`src/hw/rtl/angle_sample_debouncer_top_assert.svh`:
```
// assertion macros for the angle sample debouncer
`ifndef ANGLE_SAMPLE_DEBOUNCER_TOP_ASSERT_SVH
`define ANGLE_SAMPLE_DEBOUNCER_TOP_ASSERT_SVH

// same-cycle implication, checked outside reset
`define ASD_ASSERT_NOW(lbl, ante, cons, msg) \
    lbl: assert property (@(posedge clk) disable iff (!rst_n) (ante) |-> (cons)) \
        else $error(msg);

// next-cycle implication, checked outside reset
`define ASD_ASSERT_NEXT(lbl, ante, cons, msg) \
    lbl: assert property (@(posedge clk) disable iff (!rst_n) (ante) |=> (cons)) \
        else $error(msg);

`endif

```
`src/hw/rtl/asd_pkg.sv`:
```
// shared constants and types for the angle sample debouncer
package asd_pkg;

    localparam int unsigned RAW_W   = 12;
    localparam int unsigned TIME_W  = 32;
    localparam int unsigned ANGLE_W = 8;
    localparam int unsigned TOL_W   = 8;
    localparam int unsigned DEB_W   = 16;
    localparam int unsigned IDX_W   = 2;
    localparam int unsigned CFG_W   = 16;

    localparam logic [ANGLE_W-1:0] ANGLE_MAX   = 8'd180;
    localparam logic [RAW_W-1:0]   RAW_FULL    = 12'd4095;
    localparam logic [ANGLE_W-1:0] ANGLE_RESET = 8'd90;

    // register indexes
    localparam logic [IDX_W-1:0] REG_ENABLED   = 2'd0;
    localparam logic [IDX_W-1:0] REG_TOLERANCE = 2'd1;
    localparam logic [IDX_W-1:0] REG_DEBOUNCE  = 2'd2;

    // register reset values
    localparam logic             ENABLED_RESET  = 1'b0;
    localparam logic [TOL_W-1:0] TOLERANCE_RESET = 8'd3;
    localparam logic [DEB_W-1:0] DEBOUNCE_RESET = 16'd100;

    // configuration bundle handed to the tracker
    typedef struct packed {
        logic             enabled;
        logic [TOL_W-1:0] tolerance;
        logic [DEB_W-1:0] debounce_time;
    } asd_cfg_t;

endpackage

```
`src/hw/rtl/asd_scale.sv`:
```
// scales a 12-bit converter reading to 0..180 degrees, floor(raw*180/4095)
module asd_scale (
    input  logic [asd_pkg::RAW_W-1:0]   raw_sample,
    output logic [asd_pkg::ANGLE_W-1:0] angle
);
    import asd_pkg::*;

    localparam int unsigned PROD_W = RAW_W + ANGLE_W;

    logic [PROD_W-1:0]  prod;
    logic [ANGLE_W-1:0] quot_lo;
    logic [RAW_W:0]     rem;

    // product fits in 20 bits
    assign prod = PROD_W'(raw_sample) * PROD_W'(ANGLE_MAX);

    // x/4096 is at most one below x/4095; remainder is low bits plus quotient
    assign quot_lo = prod[PROD_W-1:RAW_W];
    assign rem     = {1'b0, prod[RAW_W-1:0]} + (RAW_W+1)'(quot_lo);

    // one correction step
    assign angle = (rem >= {1'b0, RAW_FULL}) ? quot_lo + 8'd1 : quot_lo;

endmodule

```
`src/hw/rtl/asd_track.sv`:
```
// debounce state and decision for one scaled reading per transfer
module asd_track (
    input  logic                         clk,
    input  logic                         rst_n,
    input  logic                         step,
    input  logic [asd_pkg::ANGLE_W-1:0]  angle,
    input  logic [asd_pkg::TIME_W-1:0]   now_ms,
    input  asd_pkg::asd_cfg_t            cfg,
    output logic [asd_pkg::ANGLE_W-1:0]  angle_result
);
    import asd_pkg::*;

    logic [ANGLE_W-1:0] reported_reg, reported_next;
    logic               cand_valid_reg, cand_valid_next;
    logic [ANGLE_W-1:0] cand_angle_reg, cand_angle_next;
    logic [TIME_W-1:0]  cand_start_reg, cand_start_next;

    logic [ANGLE_W-1:0] diff_rep;
    logic [ANGLE_W-1:0] diff_cand;
    logic [TIME_W-1:0]  elapsed;
    logic               far_rep;
    logic               near_cand;
    logic               settled;

    // distances and elapsed time with wrap
    assign diff_rep  = (angle > reported_reg) ? angle - reported_reg : reported_reg - angle;
    assign diff_cand = (angle > cand_angle_reg) ? angle - cand_angle_reg
                                                : cand_angle_reg - angle;
    assign far_rep   = diff_rep > cfg.tolerance;
    assign near_cand = cand_valid_reg && (diff_cand <= cfg.tolerance);
    assign elapsed   = now_ms - cand_start_reg;
    assign settled   = elapsed >= TIME_W'(cfg.debounce_time);

    // next state
    always_comb
    begin
        reported_next   = reported_reg;
        cand_valid_next = cand_valid_reg;
        cand_angle_next = cand_angle_reg;
        cand_start_next = cand_start_reg;
        if (step && cfg.enabled)
        begin
            if (far_rep)
            begin
                if (near_cand)
                begin
                    if (settled)
                    begin
                        reported_next   = angle;
                        cand_valid_next = 1'b0;
                    end
                end
                else
                begin
                    cand_valid_next = 1'b1;
                    cand_angle_next = angle;
                    cand_start_next = now_ms;
                end
            end
            else
            begin
                cand_valid_next = 1'b0;
            end
        end
    end

    // result value for the transfer leaving this cycle
    assign angle_result = cfg.enabled ? reported_next : '0;

    // state registers
    always_ff @(posedge clk or negedge rst_n)
    begin
        if (!rst_n)
        begin
            reported_reg   <= ANGLE_RESET;
            cand_valid_reg <= 1'b0;
            cand_angle_reg <= '0;
            cand_start_reg <= '0;
        end
        else
        begin
            reported_reg   <= reported_next;
            cand_valid_reg <= cand_valid_next;
            cand_angle_reg <= cand_angle_next;
            cand_start_reg <= cand_start_next;
        end
    end

endmodule

```
`src/hw/rtl/angle_sample_debouncer_top.sv`:
```
// a result passes the input register and then the result register before it is offered
// throughput: one item per cycle while the result side accepts, the debounce state updates in a single pass per item
// a waiting result stalls the input side once the input register also holds an item
// reset: asynchronous active low; reported angle 90, no candidate, enabled 0,
// tolerance 3, debounce time 100 ms
module angle_sample_debouncer_top (
    input  logic                       clk,
    input  logic                       rst_n,
    input  logic                       s_tvalid,
    output logic                       s_tready,
    input  logic [47:0]                s_tdata,   // raw_sample[11:0], now_ms[43:12], zero pad
    output logic                       m_tvalid,
    input  logic                       m_tready,
    output logic [7:0]                 m_tdata,   // angle_out[7:0]
    input  logic                       cfg_we,
    input  logic [asd_pkg::IDX_W-1:0]  cfg_index,
    input  logic [asd_pkg::CFG_W-1:0]  cfg_wdata
);
    import asd_pkg::*;

    `include "angle_sample_debouncer_top_assert.svh"

    asd_cfg_t           cfg_reg;
    logic               s1_valid_reg;
    logic [ANGLE_W-1:0] s1_angle_reg;
    logic [TIME_W-1:0]  s1_now_reg;
    logic               out_valid_reg;
    logic [ANGLE_W-1:0] out_angle_reg;
    logic [ANGLE_W-1:0] in_angle;
    logic [ANGLE_W-1:0] angle_result;
    logic               advance;
    logic               in_xfer;

    // configuration writes
    always_ff @(posedge clk or negedge rst_n)
    begin
        if (!rst_n)
        begin
            cfg_reg.enabled       <= ENABLED_RESET;
            cfg_reg.tolerance     <= TOLERANCE_RESET;
            cfg_reg.debounce_time <= DEBOUNCE_RESET;
        end
        else if (cfg_we)
        begin
            case (cfg_index)
                REG_ENABLED:   cfg_reg.enabled       <= cfg_wdata[0];
                REG_TOLERANCE: cfg_reg.tolerance     <= cfg_wdata[TOL_W-1:0];
                REG_DEBOUNCE:  cfg_reg.debounce_time <= cfg_wdata[DEB_W-1:0];
                default:       ;
            endcase
        end
    end

    // input-side scaling
    asd_scale u_scale (
        .raw_sample (s_tdata[RAW_W-1:0]),
        .angle      (in_angle)
    );

    // pipeline flow control
    assign advance  = s1_valid_reg && (!out_valid_reg || m_tready);
    assign s_tready = !s1_valid_reg || advance;
    assign in_xfer  = s_tvalid && s_tready;

    // input register
    always_ff @(posedge clk or negedge rst_n)
    begin
        if (!rst_n)
        begin
            s1_valid_reg <= 1'b0;
        end
        else if (s_tready)
        begin
            s1_valid_reg <= s_tvalid;
        end
    end

    always_ff @(posedge clk)
    begin
        if (in_xfer)
        begin
            s1_angle_reg <= in_angle;
            s1_now_reg   <= s_tdata[RAW_W +: TIME_W];
        end
    end

    // debounce tracker
    asd_track u_track (
        .clk          (clk),
        .rst_n        (rst_n),
        .step         (advance),
        .angle        (s1_angle_reg),
        .now_ms       (s1_now_reg),
        .cfg          (cfg_reg),
        .angle_result (angle_result)
    );

    // result register
    always_ff @(posedge clk or negedge rst_n)
    begin
        if (!rst_n)
        begin
            out_valid_reg <= 1'b0;
        end
        else if (advance)
        begin
            out_valid_reg <= 1'b1;
        end
        else if (m_tready)
        begin
            out_valid_reg <= 1'b0;
        end
    end

    always_ff @(posedge clk)
    begin
        if (advance)
        begin
            out_angle_reg <= angle_result;
        end
    end

    assign m_tvalid = out_valid_reg;
    assign m_tdata  = out_angle_reg;

    // checks
    `ASD_ASSERT_NOW(a_angle_range, m_tvalid, m_tdata <= ANGLE_MAX, "angle out of range")
    `ASD_ASSERT_NEXT(a_disabled_zero, advance && !cfg_reg.enabled, m_tdata == '0,
        "disabled result not zero")
    `ASD_ASSERT_NOW(a_stall_full, !s_tready, m_tvalid && s1_valid_reg,
        "input stalled with free stage")
    `ASD_ASSERT_NEXT(a_capture, in_xfer, s1_valid_reg, "accepted transfer not captured")

endmodule

```
`config.mk`:
```
export PLATFORM = sky130hd
export DESIGN_NAME = angle_sample_debouncer_top
export DESIGN_NICKNAME = d
export VERILOG_FILES = /design/src/hw/rtl/asd_pkg.sv /design/src/hw/rtl/asd_scale.sv /design/src/hw/rtl/asd_track.sv /design/src/hw/rtl/angle_sample_debouncer_top.sv
export VERILOG_INCLUDE_DIRS = /design/src /design/src/hw/rtl
export SDC_FILE = /design/constraint.sdc
export NUM_CORES = 1
export LEC_CHECK = 0
export ABC_AREA = 1
export BUFFER_PORTS_ARGS = -buffer_cell sky130_fd_sc_hd__buf_2
export CAP_MARGIN = 30
export CORE_MARGIN = 8
export CORE_UTILIZATION = 61
export CTS_CLUSTER_DIAMETER = 40
export CTS_CLUSTER_SIZE = 14
export DETAILED_ROUTE_END_ITERATION = 10
export GPL_TIMING_DRIVEN = 0
export PLACE_DENSITY = 0.83
export SYNTH_ARGS = -nofsm -noshare
export SYNTH_HDL_FRONTEND = slang
export SYNTH_SLANG_ARGS = --single-unit
```
`constraint.sdc`:
```
create_clock -name clk -period 4.6 [get_ports clk]
set_input_delay 0.46 -clock clk [delete_from_list [all_inputs] [get_ports clk]]
set_output_delay 0.46 -clock clk [all_outputs]
set_load 0.01 [all_outputs]
```
==> results by group <==
Synth
  • Sequential area share after synthesis: between 30% and 40%
  • Top_reg_cell synth: dfrtp_1
  • Number of synthesized register bits: around 120
  • Avg Cell Area, Syn: about 7.3 sq um
  • Yosys warning total: 0
  • Ranking of synthesized cells by area: ha_1 (15%), dfrtp_1 (15%), edfxtp_1 (13%)
  • Synth Area in Compound Gates: 9.91%
  • Synth Area in Simple Gates: between 20% and 30%
  • Post-Synth Adder-Cell Area: between 10% and 20%
  • Main combinational cell family by area after synthesis: simple AND/OR/NAND/NOR gates
  • Post-synth top area share: between 10% and 20%
  • Async S/R FF share, synth: between 60 and 70%
  • Post-synthesis net count: around 1700
  • Syn Inst Count: about 1500
  • Mapped Area: about 11000 sq um
  • Post-synth EDFFs: 48
  • Post-synthesis mux area share: less than 1%
  • Cell taking the most area after synthesis: ha_1
  • Post-synth cell types: 52
  • Xor/xnor share of the synthesized area: between 4 and 5%

STA
  • Tmin final: 4.89 ns
  • Setup violators final: 8
  • Worst Clk Skew: ~0.014 ns
  • Setup TNS: -2.14 ns
  • Fmax: ~200 MHz
  • Fin. max-slew vios: 0
  • Final worst setup slack: -0.294 ns
  • Relative max-transition margin: roughly 37%
  • Slew @ Worst Pin: about 0.95 ns
  • Final Cycle Share: 106%
  • Fin. Hold Viols: 0
  • RSZ-0062 raised after global routing: yes
  • Final hold slack: roughly 0.20 ns

Setup path
  • Worst-path fanout max: 4
  • R2r endpoint: u_track.cand_start_reg[19]
  • R2R Setup Slk: between 0.2 and 0.25 ns
  • R2r worst-path depth: 25
  • Startpoint Class: primary input
  • Worst Path Arrival: between 5 and 6 ns
  • Reg2reg start: s1_angle_reg[0]
  • Setup CP Type: primary input to flip-flop
  • Critical Path RT: 4.78 ns
  • CP peak stage delay: about 0.52 ns
  • CP max-delay cell: fa_1
  • CP endpoint kind: flip-flop

Clocking
  • Clk_lat worst skew: around 0.44 ns
  • CTS Buf Count: 17
  • Clock Path Buffers: 2
  • CTS root buf: clkbuf_16
  • Clk slew on worst S/H paths: about 0.060 ns
  • TritonCTS Sinks: 124
  • CTS tree: built
  • H-tree depth: 4

Route
  • ANT nets after route: 0
  • DRC: 0
  • Vias/cell: between 5 and 6
  • DR iter-0 viols: just over 600
  • Via count: ~10000
  • Wire length per cell: roughly 17 um
  • WL final: 31500 um
  • First-pass DRT Iterations: 5

Global routing
  • Total GRT Usage: between 20% and 30%
  • GRT overflow: 0
  • Vias in the first global route: a little over 10000
  • Initial antenna violation count: 0
  • Largest net degree at the start of global routing: between 50 and 60
  • First-pass GRT wire length: approximately 46000 um

Placed design
  • Worst slack, placed: -0.750 ns
  • DP Wirelength: roughly 22000 um
  • IO Port Bufs: 76
  • Routability Congestion: around 0.9

Cells and area
  • Layout Nets: about 1800
  • ANT cells: 0
  • Area grow syn2layout: 17.9%
  • Share of cells above drive strength 1: between 15 and 20%

Die
  • Die Y: approximately 150 um
  • Width of the die: between 150 and 200 um
  • Initial Utilization: 61.7%
  • IO Pins: roughly 80
  • Die area: ~23000 sq um
  • Core Rows: between 40 and 50
  • Core area: 17800 sq um

Flow run
  • Max-cap violations: 0

Worst hold path
  • Hold Crit Class: primary input to flip-flop
  • HP Start: s_tdata[16]
  • Worst Hold End: s1_now_reg[4]
  • WHS Path Cells: 1

Outcome
  • Failing checks: setup timing
  • Outcome: complete, but fails checks

Power and ir drop
  • Pwr dens: 737 nW/um^2
  • Lkg Pwr: approximately 7 nW
  • Total power: 0.00957 W
  • Max VDD drop: a little under 0.0005 V
synth_stat cells, drive strengths merged (12+ instances only):
cell type,count
ha,135
inv,309
clkbuf,12
edfxtp,48
xnor2,12
nand3,76
nand4,20
nor2,134
xor2,38
a21oi,115
fa,20
nand2,389
dfrtp,67
o21ai,63
metal layers:
layer / share of wire (%) / up-vias / GRT usage (%) / wire length [um]
met1: 39 / 4842 / 28.6 / 12300
met5: 0 / - / 0 / 0
met2: 50 / 422 / 46.4 / 15700
met4: 5.6 / 0 / 13.8 / 1760
met3: 5.3 / 145 / 3.64 / 1680
li1: - / 5004 / - / -
area by class of cell:
class	instances	area, sq um
Multi-Input combinational cell	1053	6930
Clock buffer	17	425
Tap cell	229	287
Timing Repair Buffer	96	587
Fill cell	1347	4860
Sequential cell	124	3350
Inverter	310	1170
Buffer	13	63.8
Clock inverter	15	164
placed cells by master, fill, tap and decap left out, types with 4 or more instances in the layout:
master     instances
nand2_1          369
o21ai_1            4
xor2_1            34
buf_4             22
nand2_2           15
inv_1            295
nor2_2            12
o21ai_0           54
mux2_2             4
clkinv_4           5
nand3b_1           6
dfstp_2            9
nand4_1           19
ha_4              17
nor3_1             5
clkbuf_2           6
a21oi_2            4
fa_1              17
clkbuf_1           5
ha_1             115
edfxtp_1          48
xnor2_1            9
nand2_4            5
clkbuf_16         17
and2_1             4
buf_2             70
nand3_2           11
inv_2             12
dfrtp_1           67
a21oi_1          109
nor2_1           121
nand3_1           63
worst max-delay path by stage:
stage / cells past startpoint / end / from
floorplan: 22 / s1_angle_reg[3] / s_tdata[4]
global placement: 24 / u_track.cand_start_reg[19] / s1_angle_reg[0]
detailed placement: 24 / u_track.cand_start_reg[20] / s1_angle_reg[0]
CTS: 24 / s1_angle_reg[1] / s_tdata[2]
global route: 25 / s1_angle_reg[4] / s_tdata[1]
finish: 25 / s1_angle_reg[2] / s_tdata[1]
power breakdown:
| part | total (W) | switching (W) | internal, W |
|---|---|---|---|
| sequential | 0.00166 | 0.000168 | 0.00150 |
| clock | 0.00137 | 0.000562 | 0.000806 |
| combinational | 0.00654 | 0.00408 | 0.00246 |
repair_timing:
action | CTS | global route
buffers inserted | 3 | 15
pin swaps | 3 | 36
cloned | 0 | 2
gates resized for setup | 17 | 89
hold buffers | 1 | 0
setup endpoints to repair | 64 | 65
endpoints found under the hold margin | 22 | 0
through the flow:
stage               cells  util, %  area (sq um)
finish               1857     72.7         13000
global route         1857     72.7         13000
CTS                  1840     69.8         12500
detailed placement   1804     66.0         11800
global placement     1803     65.8         11700
floorplan            1498        -         11100
logic make-up (layout without fill, tap and decap cells):
group,count (synthesis),in the layout
multiplexers,7,7
buffers and inverters,323,451
adder cells (fa/ha/maj),155,155
XOR/XNOR,50,50
AND/OR/NAND/NOR,639,641
AO/OA/AOI/OAI,200,200
flip-flops,124,124
critical path: cells and delay by family:
family | cells | cell delay, ns
fa+ha+maj | 5 | 1.81
xor+xnor | 1 | 0.29
simple gates | 12 | 1.44
buf+inv | 4 | 0.31
compound gates | 3 | 0.73
No activity file was read; power rests on OpenSTA's default activity.
